File: src/rtl/mavg_pkg.sv
// Shared constants for the moving average window block.
// No dependencies; imported by every module of the block.
`default_nettype none

package mavg_pkg;

  // Default window length in samples
  localparam int unsigned DefWindow = 64;

  // Fixed field widths
  localparam int unsigned SampleW = 16;
  localparam int unsigned CountOutW = 7;

  // Action codes of an input item
  localparam logic ActPush = 1'b0;
  localparam logic ActClear = 1'b1;

endpackage

`default_nettype wire

File: src/rtl/moving_average_window.sv
// Boxcar moving average over the last WINDOW signed samples.
// Input queue port: push_i with action_i/sample_i; transfer when push_i is high and full_o low.
// Result queue port: average_o/valid_count_o show the oldest result while empty_o is low;
//   transfer when pop_i is high and empty_o low.
// action_i low pushes a sample and returns sum / count truncated toward zero;
//   action_i high clears the window and returns zero with a count of zero.
// Front end handles each item as a transfer, then a ring read and sum update, and
//   feeds a two-entry queue; it takes no new item while updating. The divider works on
//   SumW-bit sums (SumW = 16 + log2(WINDOW), 22 at the default), one quotient bit per cycle,
//   and takes no new item until its result has moved to the output register.
// A stalled result waits in the output register; the divider and queue keep
//   filling behind it, and full_o rises once they are all occupied.
// Reset clears sum, position, count and all valid flags; the ring is not cleared,
//   since no slot is read before it has been written.
// Depends on mavg_pkg, mavg_front, mavg_queue and mavg_div.
`default_nettype none

module moving_average_window import mavg_pkg::*; #(
  parameter int unsigned WINDOW = DefWindow
) (
  input  wire logic                clk_i,
  input  wire logic                rst_ni,
  input  wire logic                push_i,
  output logic                     full_o,
  input  wire logic                action_i,
  input  wire logic [SampleW-1:0]  sample_i,
  output logic                     empty_o,
  input  wire logic                pop_i,
  output logic [SampleW-1:0]       average_o,
  output logic [CountOutW-1:0]     valid_count_o
);

  localparam int unsigned CntW = $clog2(WINDOW + 1);
  localparam int unsigned SumW = SampleW + $clog2(WINDOW);
  localparam int unsigned EntryW = SumW + CntW;

  logic              fq_push, fq_full;
  logic [SumW-1:0]   fq_sum, bq_sum;
  logic [CntW-1:0]   fq_count, bq_count;
  logic              bq_valid, bq_pop;
  logic [EntryW-1:0] bq_data;

  // Accept items and update window state
  mavg_front #(.WINDOW(WINDOW)) u_front (
    .clk_i     (clk_i),
    .rst_ni    (rst_ni),
    .push_i    (push_i),
    .full_o    (full_o),
    .action_i  (action_i),
    .sample_i  (sample_i),
    .q_push_o  (fq_push),
    .q_full_i  (fq_full),
    .q_sum_o   (fq_sum),
    .q_count_o (fq_count)
  );

  // Decouple front end from divider
  mavg_queue #(.DataW(EntryW)) u_queue (
    .clk_i   (clk_i),
    .rst_ni  (rst_ni),
    .push_i  (fq_push),
    .full_o  (fq_full),
    .data_i  ({fq_sum, fq_count}),
    .valid_o (bq_valid),
    .pop_i   (bq_pop),
    .data_o  (bq_data)
  );

  assign bq_sum = bq_data[EntryW-1:CntW];
  assign bq_count = bq_data[CntW-1:0];

  // Divide and present results
  mavg_div #(.WINDOW(WINDOW)) u_div (
    .clk_i         (clk_i),
    .rst_ni        (rst_ni),
    .q_valid_i     (bq_valid),
    .q_pop_o       (bq_pop),
    .q_sum_i       (bq_sum),
    .q_count_i     (bq_count),
    .empty_o       (empty_o),
    .pop_i         (pop_i),
    .average_o     (average_o),
    .valid_count_o (valid_count_o)
  );

endmodule

`default_nettype wire

File: src/rtl/mavg_front.sv
// Front end: accepts items, keeps the sample ring, running sum, position and fill count.
// Depends on mavg_pkg; hands (sum, count) pairs to the queue toward the divider.
`default_nettype none

module mavg_front import mavg_pkg::*; #(
  parameter int unsigned WINDOW = DefWindow,
  localparam int unsigned PosW = $clog2(WINDOW),
  localparam int unsigned CntW = $clog2(WINDOW + 1),
  localparam int unsigned SumW = SampleW + $clog2(WINDOW)
) (
  input  wire logic                clk_i,
  input  wire logic                rst_ni,
  input  wire logic                push_i,
  output logic                     full_o,
  input  wire logic                action_i,
  input  wire logic [SampleW-1:0]  sample_i,
  output logic                     q_push_o,
  input  wire logic                q_full_i,
  output logic [SumW-1:0]          q_sum_o,
  output logic [CntW-1:0]          q_count_o
);

  typedef enum logic {FIdle, FExec} fstate_e;

  fstate_e              state_q;
  logic                 act_q;
  logic [SampleW-1:0]   smp_q;
  logic [SampleW-1:0]   old_q;
  logic [SampleW-1:0]   ring_q [WINDOW];
  logic [SumW-1:0]      sum_q, sum_d;
  logic [PosW-1:0]      wpos_q, wpos_d;
  logic [CntW-1:0]      cnt_q, cnt_d;
  logic                 accept;
  logic                 win_full;
  logic [SumW-1:0]      smp_ext, old_ext;

  assign full_o = (state_q == FExec) || q_full_i;
  assign accept = push_i && !full_o;
  assign win_full = (cnt_q == CntW'(WINDOW));

  assign smp_ext = {{(SumW-SampleW){smp_q[SampleW-1]}}, smp_q};
  assign old_ext = {{(SumW-SampleW){old_q[SampleW-1]}}, old_q};

  // Compute next sum, position and count for the item in execution
  always_comb begin
    sum_d = sum_q;
    wpos_d = wpos_q;
    cnt_d = cnt_q;
    if (act_q == ActClear) begin
      sum_d = '0;
      wpos_d = '0;
      cnt_d = '0;
    end else begin
      sum_d = sum_q + smp_ext - (win_full ? old_ext : '0);
      if (!win_full) begin
        cnt_d = cnt_q + 1'b1;
      end
      if (wpos_q == PosW'(WINDOW - 1)) begin
        wpos_d = '0;
      end else begin
        wpos_d = wpos_q + 1'b1;
      end
    end
  end

  // Hand the updated pair to the queue in the execute cycle
  assign q_push_o = (state_q == FExec);
  assign q_sum_o = sum_d;
  assign q_count_o = cnt_d;

  // Ring storage: read the slot at the write position, write it on a push
  always_ff @(posedge clk_i) begin
    old_q <= ring_q[wpos_q];
    if (state_q == FExec && act_q == ActPush) begin
      ring_q[wpos_q] <= smp_q;
    end
  end

  // Capture the item on transfer
  always_ff @(posedge clk_i) begin
    if (accept) begin
      act_q <= action_i;
      smp_q <= sample_i;
    end
  end

  // Control state and window bookkeeping
  always_ff @(posedge clk_i or negedge rst_ni) begin
    if (!rst_ni) begin
      state_q <= FIdle;
      sum_q <= '0;
      wpos_q <= '0;
      cnt_q <= '0;
    end else begin
      unique case (state_q)
        FIdle: begin
          if (accept) begin
            state_q <= FExec;
          end
        end
        FExec: begin
          sum_q <= sum_d;
          wpos_q <= wpos_d;
          cnt_q <= cnt_d;
          state_q <= FIdle;
        end
        default: state_q <= FIdle;
      endcase
    end
  end

endmodule

`default_nettype wire

File: src/rtl/mavg_queue.sv
// Two-entry queue between the front end and the divider.
// Depends on mavg_pkg for the default width SampleW; width is a parameter.
`default_nettype none

module mavg_queue import mavg_pkg::*; #(
  parameter int unsigned DataW = SampleW
) (
  input  wire logic              clk_i,
  input  wire logic              rst_ni,
  input  wire logic              push_i,
  output logic                   full_o,
  input  wire logic [DataW-1:0]  data_i,
  output logic                   valid_o,
  input  wire logic              pop_i,
  output logic [DataW-1:0]       data_o
);

  logic [DataW-1:0] buf_q [2];
  logic             wr_q, rd_q;
  logic [1:0]       cnt_q;
  logic             do_push, do_pop;

  assign full_o = (cnt_q == 2'd2);
  assign valid_o = (cnt_q != 2'd0);
  assign do_push = push_i && !full_o;
  assign do_pop = pop_i && valid_o;
  assign data_o = buf_q[rd_q];

  // Store an entry on push
  always_ff @(posedge clk_i) begin
    if (do_push) begin
      buf_q[wr_q] <= data_i;
    end
  end

  // Advance pointers and occupancy
  always_ff @(posedge clk_i or negedge rst_ni) begin
    if (!rst_ni) begin
      wr_q <= 1'b0;
      rd_q <= 1'b0;
      cnt_q <= 2'd0;
    end else begin
      if (do_push) begin
        wr_q <= ~wr_q;
      end
      if (do_pop) begin
        rd_q <= ~rd_q;
      end
      unique case ({do_push, do_pop})
        2'b10: cnt_q <= cnt_q + 2'd1;
        2'b01: cnt_q <= cnt_q - 2'd1;
        default: cnt_q <= cnt_q;
      endcase
    end
  end

endmodule

`default_nettype wire

File: src/rtl/mavg_div.sv
// Back end: divides the running sum by the fill count, one quotient bit per cycle.
// Depends on mavg_pkg; holds the finished result in an output register.
`default_nettype none

module mavg_div import mavg_pkg::*; #(
  parameter int unsigned WINDOW = DefWindow,
  localparam int unsigned CntW = $clog2(WINDOW + 1),
  localparam int unsigned SumW = SampleW + $clog2(WINDOW),
  localparam int unsigned StepW = $clog2(SumW)
) (
  input  wire logic                 clk_i,
  input  wire logic                 rst_ni,
  input  wire logic                 q_valid_i,
  output logic                      q_pop_o,
  input  wire logic [SumW-1:0]      q_sum_i,
  input  wire logic [CntW-1:0]      q_count_i,
  output logic                      empty_o,
  input  wire logic                 pop_i,
  output logic [SampleW-1:0]        average_o,
  output logic [CountOutW-1:0]      valid_count_o
);

  typedef enum logic [1:0] {BIdle, BDivide, BHold} bstate_e;

  bstate_e              state_q;
  logic                 out_valid_q;
  logic [SampleW-1:0]   avg_q;
  logic [CountOutW-1:0] vcnt_q;
  logic                 neg_q;
  logic [SumW-1:0]      quo_q;
  logic [CntW:0]        rem_q;
  logic [CntW-1:0]      div_q;
  logic [StepW-1:0]     step_q;
  logic [CntW:0]        rem_shift, rem_diff;
  logic [SumW-1:0]      quo_next, quo_signed;
  logic [CntW+CountOutW-1:0] cnt_wide;
  logic                 out_free;

  assign empty_o = !out_valid_q;
  assign average_o = avg_q;
  assign valid_count_o = vcnt_q;
  assign q_pop_o = (state_q == BIdle) && q_valid_i;
  assign out_free = !out_valid_q || pop_i;
  assign cnt_wide = {{CountOutW{1'b0}}, div_q};

  // One restoring step: shift in the next dividend bit, subtract if it fits
  always_comb begin
    rem_shift = {rem_q[CntW-1:0], quo_q[SumW-1]};
    rem_diff = rem_shift - {1'b0, div_q};
    quo_next = {quo_q[SumW-2:0], ~rem_diff[CntW]};
  end

  // Restore the sign of the quotient
  assign quo_signed = neg_q ? (~quo_q + 1'b1) : quo_q;

  // Sequencer, datapath and output register
  always_ff @(posedge clk_i or negedge rst_ni) begin
    if (!rst_ni) begin
      state_q <= BIdle;
      out_valid_q <= 1'b0;
      avg_q <= '0;
      vcnt_q <= '0;
      neg_q <= 1'b0;
      quo_q <= '0;
      rem_q <= '0;
      div_q <= '0;
      step_q <= '0;
    end else begin
      // drop the result once it has been transferred, unless a new one replaces it
      if (pop_i && out_valid_q && (state_q != BHold)) begin
        out_valid_q <= 1'b0;
      end
      unique case (state_q)
        BIdle: begin
          if (q_valid_i) begin
            rem_q <= '0;
            div_q <= q_count_i;
            step_q <= '0;
            if (q_count_i == '0) begin
              // empty window: quotient is zero
              neg_q <= 1'b0;
              quo_q <= '0;
              state_q <= BHold;
            end else begin
              neg_q <= q_sum_i[SumW-1];
              quo_q <= q_sum_i[SumW-1] ? (~q_sum_i + 1'b1) : q_sum_i;
              state_q <= BDivide;
            end
          end
        end
        BDivide: begin
          quo_q <= quo_next;
          if (!rem_diff[CntW]) begin
            rem_q <= rem_diff;
          end else begin
            rem_q <= rem_shift;
          end
          step_q <= step_q + 1'b1;
          if (step_q == StepW'(SumW - 1)) begin
            state_q <= BHold;
          end
        end
        BHold: begin
          if (out_free) begin
            avg_q <= quo_signed[SampleW-1:0];
            vcnt_q <= cnt_wide[CountOutW-1:0];
            out_valid_q <= 1'b1;
            state_q <= BIdle;
          end
        end
        default: state_q <= BIdle;
      endcase
    end
  end

endmodule

`default_nettype wire
File: config.mk
export PLATFORM = sky130hd
export DESIGN_NAME = moving_average_window
export DESIGN_NICKNAME = d
export VERILOG_FILES = /design/src/rtl/mavg_pkg.sv /design/src/rtl/moving_average_window.sv /design/src/rtl/mavg_front.sv /design/src/rtl/mavg_queue.sv /design/src/rtl/mavg_div.sv
export SDC_FILE = /design/constraint.sdc
export NUM_CORES = 1
export LEC_CHECK = 0
export BUFFER_PORTS_ARGS = -buffer_cell sky130_fd_sc_hd__buf_2
export CAP_MARGIN = 10
export CORE_UTILIZATION = 37
export CTS_CLUSTER_DIAMETER = 30
export DETAILED_ROUTE_END_ITERATION = 8
export GPL_TIMING_DRIVEN = 0
export PLACE_DENSITY = 0.52
export SYNTH_ARGS = -nofsm -noshare
export SYNTH_HDL_FRONTEND = slang
export SYNTH_SLANG_ARGS = --single-unit
File: constraint.sdc
create_clock -name clk_i -period 4.24 [get_ports clk_i]
set_input_delay 0.424 -clock clk_i [delete_from_list [all_inputs] [get_ports clk_i]]
set_output_delay 0.424 -clock clk_i [all_outputs]
set_load 0.01 [all_outputs]
Yosys cells after proc, flatten, opt, wreduce, memory -nomap -nowiden --
Memory sizes are Yosys's and may differ from the RTL's. A register that Yosys moved wholly into a read port is not among the register bits. Index checks and enable logic that the tools add are counted. W data, S select, Z words.
Storage, ports and cells: memories kept 2, logic and storage cells 102, input port bits 21, register bits 125, bits in writable memories 1082
Memory list:
- u_front.ring_q | words 64, width 16, read ports 1, clocked after memory_dff 1, write ports 1, RTL line mavg_front.sv:29 | logic [SampleW-1:0] ring_q [WINDOW];
- u_queue.buf_q | words 2, width 29, read ports 1, clocked after memory_dff 0, write ports 1, RTL line mavg_queue.sv:18 | logic [DataW-1:0] buf_q [2];
Cells by class: add/subtract/negate cells 10, equal/unequal tests 12, reduce and logical (&&, ||, !) cells 21, bitwise gates (word level) 7, muxes and demuxes 32
Operator list (number):
- $mux W22 | 5
- $pmux W22 S2 | 1
- $mux W7 | 4
- $add A22 B1 Y22 const B | 1
- $add A22 B22 Y22 | 1
- $not A22 Y22 | 1
- $sub A22 B22 Y22 | 1
- $add A16 B1 Y16 const B | 1
- $mux W16 | 1
- $not A16 Y16 | 1
- $pmux W7 S2 | 1
- $mux W6 | 2
- $pmux W5 S2 | 1
- $mux W1 | 9
- $mux W2 | 4
- $sub A8 B7 Y8 | 1
- $add A7 B1 Y7 const B | 1
- $eq A7 B7 Y1 const B | 1
- $logic_and A1 B1 Y1 | 7
- $logic_not A7 Y1 | 1
- $add A6 B1 Y6 const B | 1
- $eq A2 B2 Y1 const B | 3
- $eq A6 B6 Y1 const B | 1
- $ne A2 B1 Y1 const B | 3
- 17 further kinds | 29

Depth between registers and ports, before layout --
An unclocked memory read counts as a cell.
depth after elaboration 7, gate-level depth with buffers 17, mapped depth without buffers 16

By module --
A second synthesis with hierarchy kept.
Second synthesis, totals: cell total of the unflattened synthesis 3128, area, all modules 50156.9 µm²
Modules (own cells, without submodules):
- mavg_front | cells each 2593, area each 43950.9 µm², instances 1
- mavg_div | cells each 427, area each 3923.8 µm², instances 1
- mavg_queue | cells each 108, area each 2282.2 µm², instances 1

Worst setup path before layout --
OpenSTA, ideal clock, no wires.
kind register to register, from register u_front.cnt_q[0], to memory u_queue.buf_q[0][25] (netlist name) (data pin), setup slack -0.211 ns, data arrival time 4.189 ns, library setup time 0.262 ns, clock period less this slack 4.451 ns, buffers on the path 2, stages on the path, launching flop included 17, path through dfrtp_1 -> inv_1 -> ha_1 -> nand4bb_1 -> nor3_1 -> clkbuf_1 -> clkbuf_1 -> and2_1 -> fa_1 -> inv_1 -> ha_1 -> a21o_1 -> a21o_1 -> a221oi_1 -> o21ai_1 -> a211oi_1 -> mux2_2
On the way: cells in the longest elaborated chain, start to end 4
RTL lines:
- from (decl) | RTL line mavg_front.sv:32 | logic [CntW-1:0] cnt_q, cnt_d;
- from (signal assigned) | RTL line mavg_front.sv:104 | cnt_q <= cnt_d;
- $eq A7 B7 Y1 | RTL line mavg_front.sv:39 | assign win_full = (cnt_q == CntW'(WINDOW));
- $mux W22 | RTL line mavg_front.sv:54 | sum_d = sum_q + smp_ext - (win_full ? old_ext : '0);
- $sub A22 B22 Y22 | RTL line mavg_front.sv:54
- $mux W22 | RTL line mavg_front.sv:49 | if (act_q == ActClear) begin
- named net fq_sum[18] | RTL line moving_average_window.sv:38 | logic [SumW-1:0] fq_sum, bq_sum;
- to (decl) | RTL line mavg_queue.sv:18
The timed path passes the listed nets, and every way through them passes these cells.

==> impl_metrics.csv <==
group,metric,value,unit
outcome,status,"complete, but fails checks",
outcome,violations,"design-rule violations, negative setup slack",
routing,route.vias.total,33700,
global_route,grt_pass1_vias,32700,
synth,async_reset_ff_share,8.83,%
sta,max_freq,0.216,GHz
place,hpwl,135000,um
routing,viasPerCell,5.97,
routing,detail_route.wl_per_cell,34.8,um
worst_setup_path,r2r_slack,-0.40,ns
worst_setup_path,cp.required,4.97,ns
clock_network,clkSinkCount,1223,
clock_network,cts_htree_levels,5,
finish,drive_gt1_share,27.7,%
sta,fin_crit_sh,109,%
synth,yosysTopAreaCellShare,65.7,%
sta,drv_slew,0,
synth,syn_area,0.0502,mm^2
place,placedCellCount,5072,
sta,worst_pin_slew,1.46,ns
synth,synth.most_common_cell,"edfxtp_1",
routing,drc_errors,1,
clock_network,clock_latency,0.91,ns
worst_setup_path,crit_fanout,10,
sta,setup_viol,286,
routing,first_pass_iters,8,
sta,relSlewSlack,1.48,%
finish,utilization,49.4,%
worst_setup_path,worstPathArrival,5.37,ns
global_route,grt_util_all_layers,28.4,%
worst_setup_path,crit_type,"reg -> reg",
floorplanning,core_area,0.134,mm^2
clock_network,cts_buffers,295,
synth,ys_ff_latch,1223,
routing,drt_iter0_markers,5101,
sta,rsz0062_at_grt,"yes",
flow_run,cap_violations,0,
min_path,hold_path_class,"in -> async",
worst_setup_path,endpoint_kind,"register",
sta,fin_ws,-0.396,ns
clock_network,clock_path_buffers,4,
finish,finalNetCount,3744,
synth,ys_types,76,
synth,synthTopCellsByCount,"1099 x edfxtp_1, 187 x nor2_1, 157 x nand2_1, 136 x mux2i_1, 127 x o21ai_0",
clock_network,root_buffer,"clkbuf_16",
synth,synth.top_cells.by_area,"edfxtp_1 66%, dfrtp_1 5.4%, mux4_2 4.1%",
floorplanning,fp.dieW,370,um
floorplanning,start_util,37.5,%
routing,antenna_left,0,
synth,ys_warn_count,0,
global_route,grt_max_degree,61,
synth,synthCells,3134,
global_route,grt_pass1_wl,266000,um
power_and_ir_drop,leakage,23.2,nW
power_and_ir_drop,finalPower,53.7,mW
floorplanning,dieArea,0.137,mm^2
place,gp_congestion,1.05,
clock_network,cts_tree,"yes",
global_route,antenna_found_initial,17,
routing,wl,197000,um
sta,min_period,4.64,ns
synth,yosys.area.top_type,"edfxtp_1",
synth,synth-edff-count,1099,
power_and_ir_drop,peakVddDrop,0.433,mV
finish,instances_no_fill,5654,
global_route,grt_overflow,0,
sta,skew,0.0922,ns
sta,whs,0.0832,ns
clock_network,clk_pin_slew,0.05,ns
finish,syn_to_final_growth,31.7,%
synth,ys_seq_area_share,71.8,%
floorplanning,io_pins,46,
synth,syn-num-nets,3214,
floorplanning,num_rows,134,
floorplanning,chipHeight,370,um
synth,postSynthAreaPerCell,16.0,um^2
place,port-buffer-count,45,
power_and_ir_drop,power.density,813,mW/mm^2
synth,synth_ff_type,"edfxtp_1",
worst_setup_path,start_kind,"register",
sta,finalHoldViolCount,0,
registers in the layout, summed over array words and instances, names as in the netlist:
name,count
u_div.rem_q,7
u_front.wpos_q,6
u_div.quo_q,22
u_queue.wr_q,1
u_div.state_q,2
u_div.out_valid_q,1
u_front.ring_q,1024
u_front.q_push_o,1
u_div.step_q,5
u_front.smp_q,16
u_div.average_o,16
u_queue.cnt_q,2
u_div.div_q,7
u_front.cnt_q,7
u_front.act_q,1
u_div.neg_q,1
u_front.sum_q,22
u_div.valid_count_o,7
u_queue.rd_q,1
u_front.old_q,16
u_queue.buf_q,58
metrics by stage:
step / setup slack, ns / TNS (ns) / area (um^2)
floorplan: 0.0733 / 0 / 50200
global placement: -3.13 / -2203.83 / 52700
detailed placement: -2.43 / -1100.95 / 55400
CTS: 0.00597 / 0 / 65900
global route: -0.0272 / -0.0909 / 66100
finish: -0.396 / -24.69 / 66100
cell type report:
cell class | instances | area [um^2]
diodes | 7 | 17.5
plain buffers | 177 | 971
clock buffers | 351 | 7760
clock inverters | 161 | 1680
fillers | 11100 | 67800
inverters | 103 | 390
multi-input cells | 1623 | 13600
flip-flops and latches | 1223 | 36000
well taps | 1768 | 2210
repair buffers | 241 | 3480
critical path, cell delays in order, from the launching register on:
cell      delay [ns]
dfrtp_1         0.38
clkbuf_1        0.38
clkbuf_1        0.71
nand3_1         1.07
o21ai_0         1.52
or4_1           0.39
metal layers:
metal	up-vias	GRT usage, %	part of all wire, %
met5	-	0.175	0.018
met4	6	15.8	5.9
met3	581	9.58	12
met2	2380	41.6	43
met1	17200	37.0	39
li1	13600	-	-
kinds of logic (layout without fill, tap and decap cells):
logic type | count (synthesis) | in the layout | synth area share [%]
flops | 1223 | 1223 | 71.8
compound gates | 634 | 634 | 8.84
simple gates | 533 | 533 | 4.94
mux | 337 | 337 | 9.28
buf+inv | 288 | 1033 | 2.33
xor+xnor | 60 | 60 | 1.05
fa+ha+maj | 59 | 59 | 1.80
other cells | 0 | 7 | 0
final timing paths:
kind / from / to / depth (start not counted)
min reg2reg: u_div.average_o[8] / u_div.average_o[8] / 2
max in group asynchronous: rst_ni / u_front.sum_q[6] / 3
min in group clk_i: sample_i[5] / u_front.smp_q[5] / 2
max reg2reg: u_front.wpos_q[5] / u_front.old_q[0] / 5
max: u_front.wpos_q[5] / u_front.old_q[0] / 5
min: rst_ni / u_div.rem_q[0] / 2
cells in the final DEF, fill, tap and decap left out, drive strengths merged, types with 31 or more instances in the layout:
| cell type | count |
|---|---|
| a21oi | 84 |
| inv | 112 |
| nor3 | 34 |
| clkinv | 97 |
| clkbuf | 450 |
| a221oi | 111 |
| edfxtp | 1099 |
| dfrtp | 108 |
| mux4 | 92 |
| mux2 | 109 |
| mux2i | 136 |
| a22oi | 60 |
| nor2 | 187 |
| buf | 293 |
| ha | 37 |
| o22ai | 78 |
| nand2 | 157 |
| bufinv | 31 |
| o21ai | 129 |
where the power goes:
| group | internal, mW | leakage (nW) | switching [mW] |
|---|---|---|---|
| registers | 14.6 | 11.4 | 0.600 |
| clock network | 14.8 | 4.58 | 6.75 |
| logic | 5.33 | 7.21 | 11.7 |
| total | 34.7 | 23.2 | 19.1 |
what timing repair did:
action | 4_1_cts | 5_1_grt
resized for setup | 146 | 42
cloned | 0 | 0
hold endpoints to repair | 129 | 0
endpoints found under the setup margin | 1086 | 61
pin swaps | 17 | 7
setup buffers | 34 | 16
hold buffers | 20 | 0
No activity file was read; power rests on OpenSTA's default activity.
